[src/design/ism_pkg.sv]
`timescale 1ns / 1ps
`default_nettype none
// ----------------------------------------------------------------------------
// ism_pkg
// shared types for the interval sort and merge block
// ----------------------------------------------------------------------------
package ism_pkg;

  typedef struct packed {
    logic signed [31:0] interval_start;
    logic signed [31:0] interval_end;
    logic               last_in;
  } in_word_t;

  typedef struct packed {
    logic signed [31:0] merged_start;
    logic signed [31:0] merged_end;
    logic               last_out;
    logic               overflowed;
  } out_word_t;

  // sorted entry handed from the sorter to the merger
  typedef struct packed {
    logic signed [31:0] s;
    logic signed [31:0] e;
    logic               last;
    logic               ovf;
  } ent_t;

  typedef enum logic [1:0] {
    ST_LOAD,
    ST_DRAIN
  } sort_state_e;

  // signed (start, end) order
  function automatic logic key_gt(input logic signed [31:0] as, input logic signed [31:0] ae,
                                  input logic signed [31:0] bs, input logic signed [31:0] be);
    key_gt = (as > bs) || ((as == bs) && (ae > be));
  endfunction

endpackage
`default_nettype wire

[src/design/ism_fifo.sv]
`timescale 1ns / 1ps
`default_nettype none
// ----------------------------------------------------------------------------
// ism_fifo
// two-entry queue between the sorter and the merger
// ----------------------------------------------------------------------------
module ism_fifo (
  input  wire logic          clk_i,
  input  wire logic          rst_ni,
  input  wire logic          wr_valid_i,
  output logic               wr_ready_o,
  input  wire ism_pkg::ent_t wr_data_i,
  output logic               rd_valid_o,
  input  wire logic          rd_ready_i,
  output ism_pkg::ent_t      rd_data_o
);
  ism_pkg::ent_t mem_q [2];
  logic wp_q, rp_q;
  logic [1:0] cnt_q;
  logic wr, rd;

  assign wr_ready_o = (cnt_q != 2'd2);
  assign rd_valid_o = (cnt_q != 2'd0);
  assign wr = wr_valid_i && wr_ready_o;
  assign rd = rd_valid_o && rd_ready_i;
  assign rd_data_o = mem_q[rp_q];

  always_ff @(posedge clk_i or negedge rst_ni) begin
    if (!rst_ni) begin
      wp_q <= 1'b0; rp_q <= 1'b0; cnt_q <= '0;
    end else begin
      if (wr) wp_q <= ~wp_q;
      if (rd) rp_q <= ~rp_q;
      cnt_q <= cnt_q + {1'b0, wr} - {1'b0, rd};
    end
  end

  always_ff @(posedge clk_i) begin
    if (wr) mem_q[wp_q] <= wr_data_i;
  end
endmodule
`default_nettype wire

[config.mk]
export PLATFORM = sky130hd
export DESIGN_NAME = ism_fifo
export DESIGN_NICKNAME = d
export VERILOG_FILES = /design/src/design/ism_pkg.sv /design/src/design/ism_fifo.sv
export SDC_FILE = /design/constraint.sdc
export NUM_CORES = 1
export LEC_CHECK = 0
export BUFFER_PORTS_ARGS = -buffer_cell sky130_fd_sc_hd__buf_2
export CORE_ASPECT_RATIO = 0.7
export CORE_UTILIZATION = 45
export CTS_CLUSTER_SIZE = 28
export DETAILED_ROUTE_END_ITERATION = 10
export GPL_ROUTABILITY_DRIVEN = 0
export MAX_ROUTING_LAYER = met4
export PLACE_DENSITY = 0.76
export SLEW_MARGIN = 15
export SYNTH_ARGS = -nofsm -noshare
export SYNTH_HDL_FRONTEND = slang
export SYNTH_SLANG_ARGS = --single-unit
[constraint.sdc]
create_clock -name clk_i -period 5.2 [get_ports clk_i]
set_input_delay 0.26 -clock clk_i [delete_from_list [all_inputs] [get_ports clk_i]]
set_output_delay 0.26 -clock clk_i [all_outputs]
set_load 0.02 [all_outputs]
After elaboration in Yosys (flattened, before gate mapping)
Memory sizes are Yosys's and may differ from the RTL's.
Cells that the tools add are included.
Operators by class
  bitwise logic cells: 2
  reductions and logical operators: 3
  $add $sub $neg: 2
  muxes and demuxes: 2
  equal/unequal tests: 1
Operators by type and width (count)
  adder 2 x 1 -> 2 bit: 1
  logical AND 1 bit: 2
  2-to-1 mux 1 bit: 2
  inequality test 2 bit (second input constant): 1
  inverter 1 bit: 2
  nonzero test 2 bit: 1
  subtractor 2 x 1 -> 2 bit: 1
Storage, ports and cells
  word-level logic and storage cells: 14
  register bits: 4
  input bits: 70
  output and inout port bits: 68
  memories: 1
  RAM bits: 132
Memory list
  mem_q: words 2, bits a word 66, rd ports 1, clocked after Yosys merged registers in 0, wr ports 1, RTL line ism_fifo.sv:17  | ism_pkg::ent_t mem_q [2];

Logic depth before layout (Yosys ltp)
  depth after elaboration: 4
  mapped depth: 7
  gate-level depth less buffers: 7

Least setup slack after synthesis
No wires, ideal clock.
  kind: register to register
  start: reg cnt_q[1]
  end: mem mem_q[0][0] (netlist bit) (enable)
  stages on the path, launching flop included: 4
  setup slack: 1193 ps
  required time: 4710 ps
  setup time: 490 ps
  buffers on the path: 0
  arrival: 3516 ps
  clock period less this slack: 4007 ps
  cells stage by stage: dfrtp_1 nand2b_1 nand2_1 nor2_1
Between the ends
  word-level cells in the longest chain between the ends: 4
Ends and longest elaborated chain
  from (decl): RTL line ism_fifo.sv:19  | logic [1:0] cnt_q;
  from (signal assigned): RTL line ism_fifo.sv:34  | cnt_q <= cnt_q + {1'b0, wr} - {1'b0, rd};
  inequality test 2 bit: RTL line ism_fifo.sv:22  | assign wr_ready_o = (cnt_q != 2'd2);
  net wr_ready_o: RTL line ism_fifo.sv:11  | output logic wr_ready_o,
  logical AND 1 bit: RTL line ism_fifo.sv:24  | assign wr = wr_valid_i && wr_ready_o;
  2-to-1 mux 1 bit: RTL line ism_fifo.sv:39  | if (wr) mem_q[wp_q] <= wr_data_i;
  2-to-1 mux 1 bit (implied by the code): RTL line ism_fifo.sv:39
  to (decl): RTL line ism_fifo.sv:17
The timed path passes the listed nets, and every way through them passes these cells.

==> impl_metrics.toml <==
[drt]
vias = 2550
dr.pass1.iters = 4
remaining_drc_errors = 0
routed_wl_um = 8479
viasPerCell = 4.731
routedWlPerCell_um = 15.73
drtIter0Drc = 117
drtAntennaViolNets = 0

[placement]
hpwl_um = 5248
placedCellCount = 506
placed_area_mm2 = 0.005917
port_buffers = 137

[synth]
yosys_most_used_dff = "edfxtp_1"
ys_types = 17
synth_commonest_cells = "132 x edfxtp_1, 36 x mux2_2, 30 x mux2_4"
yosysTopAreaCellShare_pct = 78.15
synthTopCellsByArea = "edfxtp_1 78%, mux2_4 8.9%, mux2_2 8.0%, dfrtp_1 2.0%, buf_6 0.67%"
ys_seq_elements = 136
synth_fp_nets = 294
synth-seq-area-share_pct = 80.12
yosys_warnings = 0
synth_edf_count = 132
synth_cells = 222
synth_area_leader_cell = "edfxtp_1"
async_flop_share_pct = 2.941
synth.most_common_cell = "edfxtp_1"
netlist_area_mm2 = 0.005072
synth_area_per_cell_um2 = 22.85

[power]
vdd_drop_max_v = 0.0006694
p_leak_nw = 2.535
p_per_area_mw_per_mm2 = 616.2
p_total_mw = 4.014

[timing]
clock-skew-final_ns = 0.008967
worstMarginPinSlew_ns = 1.069
min_period_ns = 2.437
setup_viol = 0
final.period_utilization_pct = 46.87
slew_headroom_pct = 28.74
timing_hold_violations_final = 0
drv_slew = 0
finalSetupTns_ns = 0
fmax_ghz = 0.4103
rsz0062_at_grt = "no"

[layout]
drive_above_1_share_pct = 60.88
antennaDiodeCount = 0
fin_area_mm2 = 0.006514
final-seq-area_mm2 = 0.004068
nets = 445
fill_cells = 815
multi_input_area_um2 = 960.9
post-route-util_pct = 59.16
fin_cells = 539
syn_to_final_growth_pct = 28.42

[floorplan]
core_mm2 = 0.01101
rows = 32
die_height_um = 90.83
io_pins = 138
dieArea_mm2 = 0.01171
initial_core_util_pct = 46.07
die_x_um = 128.9

[grt]
grt_pass1_wl_um = 12790
grt_pass1_vias = 2522
antenna_found_initial = 0
grt_max_degree = 68
grt_usage_pct = 15.92
overflow = 0

[clock_network]
cts.sinks = 136
cts_inserted_buffers = 17
clockBufferDepth = 2
post_cts_resized = 0
cts.clk_slew.worst_paths_ns = 0.06
clkLatencyLatePin_ns = 0.40
htreeDepth = 4
root_buffer = "clkbuf_16"
cts_tree = "built"

[outcome]
status = "finished clean"

[critical_path]
arrival_ns = 2.18
cp-end-kind = "output port"
cp_max_fo = 67
critPathKind = "reg -> out"
setup.worst_path.start_class = "register"
cp.required_ns = 4.94

[run]
cap_violations = 0

[hold_path]
hold_class = "in -> reg"
## cell type report
type,instances,share of cell area [%]
Timing Repair Buffer,139,10.80
Clock inverter,14,2.420
Tap cell,153,2.939
Clock buffer,18,6.589
Inverter,1,0.05763
Multi-Input combinational cell,78,14.75
Sequential cell,136,62.45
## layout by cell type, fill, tap and decap left out
master and count:
xnor2_1 3, dfrtp_1 3, buf_4 1, dlygate4sd3_1 1, and2_1 1, edfxtp_1 132
dfrtp_4 1, mux2_4 30, buf_2 137, clkinv_4 3, ha_1 2, nand2_1 1
or2_1 1, clkinvlp_4 2, nor2_4 1, clkbuf_1 1, bufinv_16 3, xor2_1 1
and3_4 1, clkinv_2 3, nand2b_1 1, mux2_2 36, clkbuf_16 17, clkinv_1 3
inv_1 1
## report_power, final
group / switching [mW] / internal [mW]
combinational: 0.630 / 0.528
sequential: 0.179 / 1.50
clock: 0.425 / 0.747
total: 1.23 / 2.78
## worst paths after layout
path                            slack, ns     startpoint       endpoint  depth (start not counted)
worst max-delay path                 2.76           rp_q  rd_data_o[11]                          2
worst min-delay path                 0.04  wr_data_i[17]   mem_q[0][17]                          1
worst max register to register       2.89       cnt_q[1]   mem_q[0][65]                          4
worst min register to register       0.53       cnt_q[0]       cnt_q[0]                          1
max in group asynchronous            4.87         rst_ni           rp_q                          2
min in group asynchronous            0.19         rst_ni       cnt_q[0]                          2
## critical path, cell delays in order, from the launching register on
cell,delay (ns)
dfrtp_4,1.12
mux2_2,0.43
buf_2,0.16
## layer usage
layer,GRT usage (%),wire (µm),up-vias
met5,-,0,-
met4,7.941,117,0
met3,5.924,680,9
met2,22.57,3879,107
met1,20.09,3802,1243
li1,-,-,1191
## registers in the layout, summed over array words and instances, names as in the netlist
| register | cells |
|---|---|
| mem_q | 132 |
| cnt_q | 2 |
| rp_q | 1 |
| wp_q | 1 |
## per-stage QoR
step	setup WS, ns	hold WS, ns
after global placement	2.888	0.06994
after CTS	2.739	0.02168
after detailed placement	2.846	0.07161
final	2.763	0.03739
after floorplan	1.193	-0.03559
after global routing	2.670	0.02170
## timing repair
action	4_1_cts	5_1_grt
endpoints found under the hold margin	4	0
buffers inserted	0	0
hold buffers	1	0
## cells by family (layout without fill, tap and decap cells)
| kind of cell | after synthesis | in the layout | share of synthesized area (%) |
|---|---|---|---|
| AND/OR/NAND/NOR | 6 | 6 | 0.6415 |
| adder cells (fa/ha/maj) | 2 | 2 | 0.4933 |
| buffers and inverters | 8 | 172 | 1.184 |
| multiplexers | 66 | 66 | 16.87 |
| flip-flops | 136 | 136 | 80.12 |
| XOR/XNOR | 4 | 4 | 0.6908 |
Power figures use the tool's default switching activity.
