`config.mk`:
```
export PLATFORM = sky130hd
export DESIGN_NAME = ism_merger_flat
export DESIGN_NICKNAME = d
export VERILOG_FILES = /design/src/design/ism_pkg.sv /design/src/design/ism_if.sv /design/src/design/ism_merger.sv /design/src/flat_wrapper.sv
export SDC_FILE = /design/constraint.sdc
export NUM_CORES = 1
export LEC_CHECK = 0
export BUFFER_PORTS_ARGS = -buffer_cell sky130_fd_sc_hd__buf_2
export CAP_MARGIN = 10
export CORE_ASPECT_RATIO = 1.1
export CORE_MARGIN = 3
export CORE_UTILIZATION = 45
export DETAILED_ROUTE_END_ITERATION = 10
export PLACE_DENSITY = 0.68
export SLEW_MARGIN = 20
export SYNTH_ARGS = -nofsm -noshare
export SYNTH_HDL_FRONTEND = slang
export SYNTH_SLANG_ARGS = --single-unit
```
`constraint.sdc`:
```
create_clock -name clk_i -period 16 [get_ports clk_i]
set_clock_uncertainty 0.05 [all_clocks]
set_input_delay 2.4 -clock clk_i [delete_from_list [all_inputs] [get_ports clk_i]]
set_output_delay 2.4 -clock clk_i [all_outputs]
set_load 0.02 [all_outputs]
```
`src/design/ism_pkg.sv`:
```
`timescale 1ns / 1ps
`default_nettype none
// ----------------------------------------------------------------------------
// ism_pkg
// shared types for the interval sort and merge block
// ----------------------------------------------------------------------------
package ism_pkg;

  typedef struct packed {
    logic signed [31:0] interval_start;
    logic signed [31:0] interval_end;
    logic               last_in;
  } in_word_t;

  typedef struct packed {
    logic signed [31:0] merged_start;
    logic signed [31:0] merged_end;
    logic               last_out;
    logic               overflowed;
  } out_word_t;

  // sorted entry handed from the sorter to the merger
  typedef struct packed {
    logic signed [31:0] s;
    logic signed [31:0] e;
    logic               last;
    logic               ovf;
  } ent_t;

  typedef enum logic [1:0] {
    ST_LOAD,
    ST_DRAIN
  } sort_state_e;

  // signed (start, end) order
  function automatic logic key_gt(input logic signed [31:0] as, input logic signed [31:0] ae,
                                  input logic signed [31:0] bs, input logic signed [31:0] be);
    key_gt = (as > bs) || ((as == bs) && (ae > be));
  endfunction

endpackage
`default_nettype wire

```
`src/design/ism_if.sv`:
```
`timescale 1ns / 1ps
`default_nettype none


interface ism_out_if;
  logic               valid;
  logic               ready;
  ism_pkg::out_word_t data;
  modport source (output valid, output data, input ready);
  modport sink   (input valid, input data, output ready);
endinterface
`default_nettype wire

```
`src/design/ism_merger.sv`:
```
`timescale 1ns / 1ps
`default_nettype none
// ----------------------------------------------------------------------------
// ism_merger
// folds sorted intervals into merged runs, with an output register
// ----------------------------------------------------------------------------
module ism_merger (
  input  wire logic          clk_i,
  input  wire logic          rst_ni,
  input  wire logic          ent_valid_i,
  output logic               ent_ready_o,
  input  wire ism_pkg::ent_t ent_i,
  ism_out_if.source          out_o
);
  logic               have_q;
  logic signed [31:0] cs_q, ce_q;
  logic               ov_q;
  ism_pkg::out_word_t od_q;
  logic               ov_valid_q;
  logic               fin_q;
  logic take, brk, slot, emit;

  // an output slot is free when empty or being taken
  assign slot = !ov_valid_q || out_o.ready;
  assign brk  = have_q && (ce_q < ent_i.s);
  // a break or a last entry writes the output register
  assign ent_ready_o = !fin_q && (slot || !(brk || ent_i.last));
  assign take = ent_valid_i && ent_ready_o;
  // a last entry that opens a new run leaves that run pending for one more word
  assign emit = fin_q ? slot : (take && (brk || ent_i.last));
  assign out_o.valid = ov_valid_q;
  assign out_o.data  = od_q;

  always_ff @(posedge clk_i or negedge rst_ni) begin
    if (!rst_ni) begin
      have_q <= 1'b0;
      ov_valid_q <= 1'b0;
      fin_q <= 1'b0;
    end else begin
      ov_valid_q <= emit || (ov_valid_q && !out_o.ready);
      if (fin_q) begin
        if (slot) begin
          fin_q  <= 1'b0;
          have_q <= 1'b0;
        end
      end else if (take) begin
        have_q <= !ent_i.last || brk;
        fin_q  <= brk && ent_i.last;
      end
    end
  end

  always_ff @(posedge clk_i) begin
    if (fin_q) begin
      if (slot) begin
        od_q.merged_start <= cs_q; od_q.merged_end <= ce_q;
        od_q.last_out <= 1'b1; od_q.overflowed <= ov_q;
      end
    end else if (take) begin
      ov_q <= ent_i.ovf;
      if (!have_q || brk) begin
        cs_q <= ent_i.s; ce_q <= ent_i.e;
      end else if (ce_q < ent_i.e) begin
        ce_q <= ent_i.e;
      end
      if (brk) begin
        od_q.merged_start <= cs_q; od_q.merged_end <= ce_q;
        od_q.last_out <= 1'b0; od_q.overflowed <= ov_q;
      end else if (ent_i.last) begin
        od_q.merged_start <= have_q ? cs_q : ent_i.s;
        od_q.merged_end   <= (have_q && !(ce_q < ent_i.e)) ? ce_q : ent_i.e;
        od_q.last_out     <= 1'b1;
        od_q.overflowed   <= ent_i.ovf;
      end
    end
  end
endmodule
`default_nettype wire

```
`src/flat_wrapper.sv`:
```
// flat-port wrapper written by rule: the top's interface ports become plain ports
module ism_merger_flat 
  (clk_i, rst_ni, ent_valid_i, ent_ready_o, ent_i, out_o_valid, out_o_data, out_o_ready);
  ism_out_if out_o_i ();
  input  wire logic clk_i;
  input  wire logic rst_ni;
  input  wire logic ent_valid_i;
  output logic ent_ready_o;
  input  wire ism_pkg::ent_t ent_i;
  output wire logic [$bits(out_o_i.valid)-1:0] out_o_valid;
  output wire logic [$bits(out_o_i.data)-1:0] out_o_data;
  input wire logic [$bits(out_o_i.ready)-1:0] out_o_ready;
  assign out_o_valid = out_o_i.valid;
  assign out_o_data = out_o_i.data;
  assign out_o_i.ready = out_o_ready;
  ism_merger u_core (.clk_i(clk_i), .rst_ni(rst_ni), .ent_valid_i(ent_valid_i), .ent_ready_o(ent_ready_o), .ent_i(ent_i), .out_o(out_o_i));
endmodule
```
* Yosys cells after proc, flatten, opt, wreduce, memory -nomap -nowiden
Index checks and enable logic that the tools add are counted. Widths: inputs -> output; s select.
Word-level totals: register bits after elaboration 134, input bits 70, output and inout bits 68
Operators by class: magnitude comparators 2, eq/ne operators 1, mux-type cells 16, bitwise operators 1, reductions and logical operators 28
Operator list (count):
- $mux 66 | 5
- $mux 32 | 4
- $lt 32x32->1 | 2
- $reduce_and 3->1 | 3
- $logic_and 1x1->1 | 7
- $logic_not 1->1 | 7
- $mux 1 | 7
- $logic_or 1x1->1 | 6
- $reduce_and 2->1 | 2
- $reduce_bool 2->1 | 2
- $reduce_bool 3->1 | 1
- $ne 2x2->1 const B | 1
- $not 1->1 | 1

* Logic depth before layout (Yosys ltp)
depth after elaboration 10, mapped depth 10, gate-level depth less buffers 9

* Worst setup path before layout
No wires, ideal clock.
kind in2reg, start point input port ent_i[35] in the netlist's numbering, end point register u_core.od_q (netlist bit u_core.out_o.data[0]), enable pin, library setup time 0.490 ns, data arrival time 6.679 ns, required time 15.460 ns, slack 8.780 ns, stages on the path 8, path buffers 0, path through inv_1 -> ha_1 -> a2111oi_0 -> o32ai_1 -> o41a_1 -> o2bb2ai_2 -> nor3_1 -> nor2_1
Between the ends: cells in the longest elaborated chain, start to end 9
RTL lines:
- start, declared | RTL line flat_wrapper.sv:9 | input wire ism_pkg::ent_t ent_i;
- $lt 32x32->1 * | RTL line ism_merger.sv:25 | assign brk = have_q && (ce_q < ent_i.s);
- $logic_and 1x1->1 * | RTL line ism_merger.sv:25
- $logic_or 1x1->1 | RTL line ism_merger.sv:27 | assign ent_ready_o = !fin_q && (slot || !(brk || ent_i.last));
- $logic_not 1->1 | RTL line ism_merger.sv:27
- $logic_or 1x1->1 | RTL line ism_merger.sv:27
- $logic_and 1x1->1 | RTL line ism_merger.sv:27
- $logic_and 1x1->1 | RTL line ism_merger.sv:28 | assign take = ent_valid_i && ent_ready_o;
- $reduce_bool 2->1 (no line)
- $reduce_and 3->1 (no line) *
- end, declared | RTL line ism_merger.sv:18 | ism_pkg::out_word_t od_q;
Mark *: on every way between the ends. The rest lies on a longest branch, timed or not. A chain may end at the register's enable or synchronous reset.

* Final worst setup path
start point input port ent_i[35] in the netlist's numbering, end point output port ent_ready_o
Between the ends: cells in the longest elaborated chain, start to end 6
RTL lines:
- $lt 32x32->1 | RTL line ism_merger.sv:25
- $logic_and 1x1->1 | RTL line ism_merger.sv:25
- $logic_or 1x1->1 | RTL line ism_merger.sv:27
- $logic_not 1->1 | RTL line ism_merger.sv:27
- $logic_or 1x1->1 | RTL line ism_merger.sv:27
- $logic_and 1x1->1 | RTL line ism_merger.sv:27
- end, declared | RTL line flat_wrapper.sv:8 | output logic ent_ready_o;
No other way between the ends.

==> Flow_metrics.wiki <==
{| class="wikitable"
! Metric !! Value
|-
| Detailed router's first-iteration violation count || 201
|-
| H-tree levels || 4
|-
| Sequential cell fraction of total power || between 30 and 40%
|-
| Filler cell count in the final layout || roughly 1200
|-
| Post-synth net total || about 600
|-
| Sequential fraction of the synthesis area || approximately 60%
|-
| Post-Synthesis Cell Area || a little under 0.007 mm2
|-
| Required time of the critical path || 13.55 ns
|-
| Final worst path period share || between 40% and 50%
|-
| Final estimated routing congestion in global placement || 0.788
|-
| Number of global-route vias before repair || between 4000 and 5000
|-
| Async set-or-reset flop fraction in the synthesized netlist || under 10%
|-
| Status || completed
|-
| Die Ht || ~130 um
|-
| Share of power burned in the clock network || between 30 and 40%
|-
| Clock insertion delay at the later pin of the skew report || between 0.4 and 0.5 ns
|-
| Routed length per placed instance || 17.5 um
|-
| Buffer count from post-CTS setup fixing || 0
|-
| Standby leakage power || about 3.6 nW
|-
| Port buffer count || 137
|-
| Number of core rows || 46
|-
| Area of the die || ~0.016 mm2
|-
| Post-detail-place hpwl || 10200 um
|-
| Cell count after placement || 781
|-
| Overall fraction of global-route tracks in use || between 15 and 20%
|-
| Multi-input combinational cell area || between 0.002 and 0.0025 mm2
|-
| Post-route core utilization || ~57%
|-
| Routed metal-1 wirelength || 5990 um
|-
| Remaining antenna violation count after routing || 0
|-
| R2R setup slack || approximately 12 ns
|-
| Cell type contributing the most total cell area after synthesis || sky130_fd_sc_hd__edfxtp_1
|-
| P_int || ~940 uW
|-
| Final slew viol count || 0
|-
| Worst-path fanout max || 8
|-
| Final #Nets || between 700 and 800
|-
| Vias per Instance || between 5 and 6
|-
| Largest net degree at the start of global routing || 51
|-
| Horizontal extent of the die || between 100 and 150 um
|-
| Area growth, synth to finish || 22.6%
|-
| Number of endpoints with negative hold slack in the final report || 0
|-
| TritonCTS clock tree || done
|-
| EDFF count, synth || about 130
|-
| Iteration count of the initial detailed-routing pass || 4
|-
| Via Count || around 4200
|-
| Top_reg_cell synth || sky130_fd_sc_hd__edfxtp_1
|-
| Cell Area, Placed || between 0.007 and 0.008 mm2
|-
| Maximum capacitance violations || 0
|-
| Number of hold buffers added after cts || 0
|-
| Total congestion overflow || 0
|-
| Synth top area cells || sky130_fd_sc_hd__edfxtp_1 (58%), sky130_fd_sc_hd__ha_1 (12%), sky130_fd_sc_hd__mux2_4 (6.7%), sky130_fd_sc_hd__mux2_2 (5.9%), sky130_fd_sc_hd__inv_1 (3.7%)
|-
| Worst Path Class, Setup || input pin to output pin
|-
| Peak Freq || between 100 and 150 MHz
|-
| DRT Wirelength || between 10000 and 15000 um
|-
| Crit path DAT || around 4.7 ns
|-
| Number of synthesized register bits || approximately 130
|-
| Highest signal layer in the routed design || met4
|-
| Worst slew margin || between 30% and 40%
|-
| Share of total power consumed by net switching || 30.3%
|-
| Total power after layout || ~1.3 mW
|-
| Area used by sequential logic in the layout || 0.00401 mm2
|-
| Number of cell instances on the worst register-to-register path || 8
|-
| Number of standard cells after synthesis || roughly 460
|-
| Worst setup startpoint || ent_i[35]
|-
| Number of standard cells in the layout, taps in and fillers out || 812
|-
| Max clock buf depth || 2
|-
| Power density relative to cell area || between 150 and 200 mW/mm2
|-
| Count of final setup violators || 0
|-
| Type of the worst min-delay path || register to register
|-
| Clock net sink count || ~130
|-
| Destination of the worst register-to-register timing path || u_core.out_o.data[59]
|-
| Total I/O pin count || ~140
|-
| Setup Total Neg Slack || 0 ns
|-
| Worst Min Path Start || u_core.cs_q[5]
|-
| Post-Synthesis Mean Instance Area || ~15 um2
|-
| Post-placement setup slack || 8.89 ns
|-
| Pin slew with the least headroom to its limit || ~1.0 ns
|-
| Antenna violations before repair || 0
|-
| CORE AREA || between 0.01 and 0.015 mm2
|-
| Worst R2R Start || u_core.ce_q[1]
|-
| Net Switching || a little over 400 uW
|-
| DRC || 0
|-
| Post-layout worst setup margin || between 8 and 9 ns
|-
| Number of cells on the worst hold path || 1
|-
| Cell with the most instances after synthesis || sky130_fd_sc_hd__edfxtp_1
|-
| Commonest cells in the synthesized netlist || sky130_fd_sc_hd__edfxtp_1 (131), sky130_fd_sc_hd__inv_1 (66), sky130_fd_sc_hd__ha_1 (62)
|-
| Setup repair after global routing missed its margin || false
|-
| Clock transition time at the flip-flop clock pins of the worst setup and hold paths || about 0.060 ns
|-
| Initial Util || a little under half
|-
| Final instance area || around 0.0082 mm2
|-
| Detailed-routed wire length on met2 || around 7000 um
|-
| Max IR drop VDD || roughly 0.083 mV
|-
| Category of the worst setup path launch point || input pin
|-
| CTS resizes || 0
|-
| Endpoint kind of the worst setup timing path || output pin
|-
| Worst hold margin || between 0.4 and 0.5 ns
|-
| Global-route wire length before repair || roughly 23000 um
|-
| Number of library cell types mapped by synthesis || 45
|-
| Proportion of layout cells with a drive suffix above 1 || just under 40%
|-
| Number of buffers added by the clock tree synthesis step || 17
|-
| Combinational share of power || between 30% and 40%
|-
| Library cell used as clock root buffer || sky130_fd_sc_hd__clkbuf_16
|-
| Diode insertion count for antenna repair || 0
|-
| Routed wire length on met3 || roughly 900 um
|-
| Final critical delay including setup and external delays || 7.10 ns
|-
| Hold Path Sink || u_core.out_o.data[39]
|-
| Portion of synthesized cell area occupied by the leading cell type || 58.5%
|-
| Yosys warnings || 0
|}
==> routing by layer <==
metal | GRT usage, % | up-vias
met5 | 0 | -
met4 | 6.97 | 0
met3 | 5.19 | 29
met2 | 30.7 | 125
met1 | 22.0 | 2002
li1 | - | 2013
==> worst max path at each step <==
stage          depth (start not counted)                   end
2_1_floorplan                          8  u_core.out_o.data[0]
3_3_place_gp                          10           ent_ready_o
3_5_place_dp                          10           ent_ready_o
4_1_cts                               10           ent_ready_o
5_1_grt                               10           ent_ready_o
6_report                              10           ent_ready_o
==> layout make-up <==
| class | instances | area share (%) |
|---|---|---|
| clock buffer | 17 | 5.16 |
| timing repair buffer | 140 | 8.58 |
| multi-input combinational | 249 | 29.5 |
| tap | 192 | 2.91 |
| inverter | 66 | 3.00 |
| clock inverter | 14 | 2.21 |
| sequential | 134 | 48.6 |
==> critical path, stage by stage <==
cell                        delay, ns
sky130_fd_sc_hd__buf_2           0.12
sky130_fd_sc_hd__inv_1           0.05
sky130_fd_sc_hd__ha_1            0.28
sky130_fd_sc_hd__a2111oi_0       0.41
sky130_fd_sc_hd__o32ai_1         0.16
sky130_fd_sc_hd__o41a_1          0.39
sky130_fd_sc_hd__o2bb2ai_2       0.39
sky130_fd_sc_hd__nor2_1          0.10
sky130_fd_sc_hd__o21ba_2         0.20
sky130_fd_sc_hd__buf_2           0.15
==> flip-flops by register name, summed over array words and instances (netlist names) <==
| register | flops |
|---|---|
| u_core.ce_q | 32 |
| u_core.cs_q | 32 |
| u_core.fin_q | 1 |
| u_core.have_q | 1 |
| u_core.out_o.data | 66 |
| u_core.out_o.valid | 1 |
| u_core.ov_q | 1 |
==> cell usage in the layout (no fill, tap or decap), types with 2 or more instances in the layout <==
cell type and n:
sky130_fd_sc_hd__o41a_1 2, sky130_fd_sc_hd__a211o_1 2, sky130_fd_sc_hd__clkbuf_16 17, sky130_fd_sc_hd__nand3_1 6, sky130_fd_sc_hd__inv_6 2, sky130_fd_sc_hd__clkinv_2 5
sky130_fd_sc_hd__a21oi_1 20, sky130_fd_sc_hd__o21a_1 3, sky130_fd_sc_hd__ha_1 62, sky130_fd_sc_hd__bufinv_16 4, sky130_fd_sc_hd__nor2b_1 2, sky130_fd_sc_hd__nand4_1 12
sky130_fd_sc_hd__o31a_1 2, sky130_fd_sc_hd__o21ai_0 10, sky130_fd_sc_hd__nor2_1 9, sky130_fd_sc_hd__nor2_4 2, sky130_fd_sc_hd__buf_4 3, sky130_fd_sc_hd__a21o_1 8
sky130_fd_sc_hd__dfrtp_1 3, sky130_fd_sc_hd__edfxtp_1 131, sky130_fd_sc_hd__mux2_2 35, sky130_fd_sc_hd__nor3_1 3, sky130_fd_sc_hd__inv_1 66, sky130_fd_sc_hd__mux2_4 30
sky130_fd_sc_hd__buf_2 137, sky130_fd_sc_hd__nand2b_1 5, sky130_fd_sc_hd__nand2_1 12
==> logic make-up after synthesis <==
family / count (synthesis) / share of synthesized area, %
muxes: 66 / 12.7
buffers and inverters: 73 / 4.80
AOI/OAI and AO/OA: 63 / 6.81
adders and majority gates: 62 / 11.5
and+or+nand+nor: 57 / 4.43
xor gates and xnor gates: 1 / 0.130
DFF: 134 / 59.6
==> power groups by stage <==
stage	Clock, mW	Combinational (mW)	Sequential (mW)
global placement	0	0.401	0.541
global route	0.431	0.444	0.545
detailed placement	0	0.408	0.544
CTS	0.415	0.412	0.538
finish	0.407	0.404	0.537
floorplan	0	0.262	0.586
(Power assumes the default switching activity.)
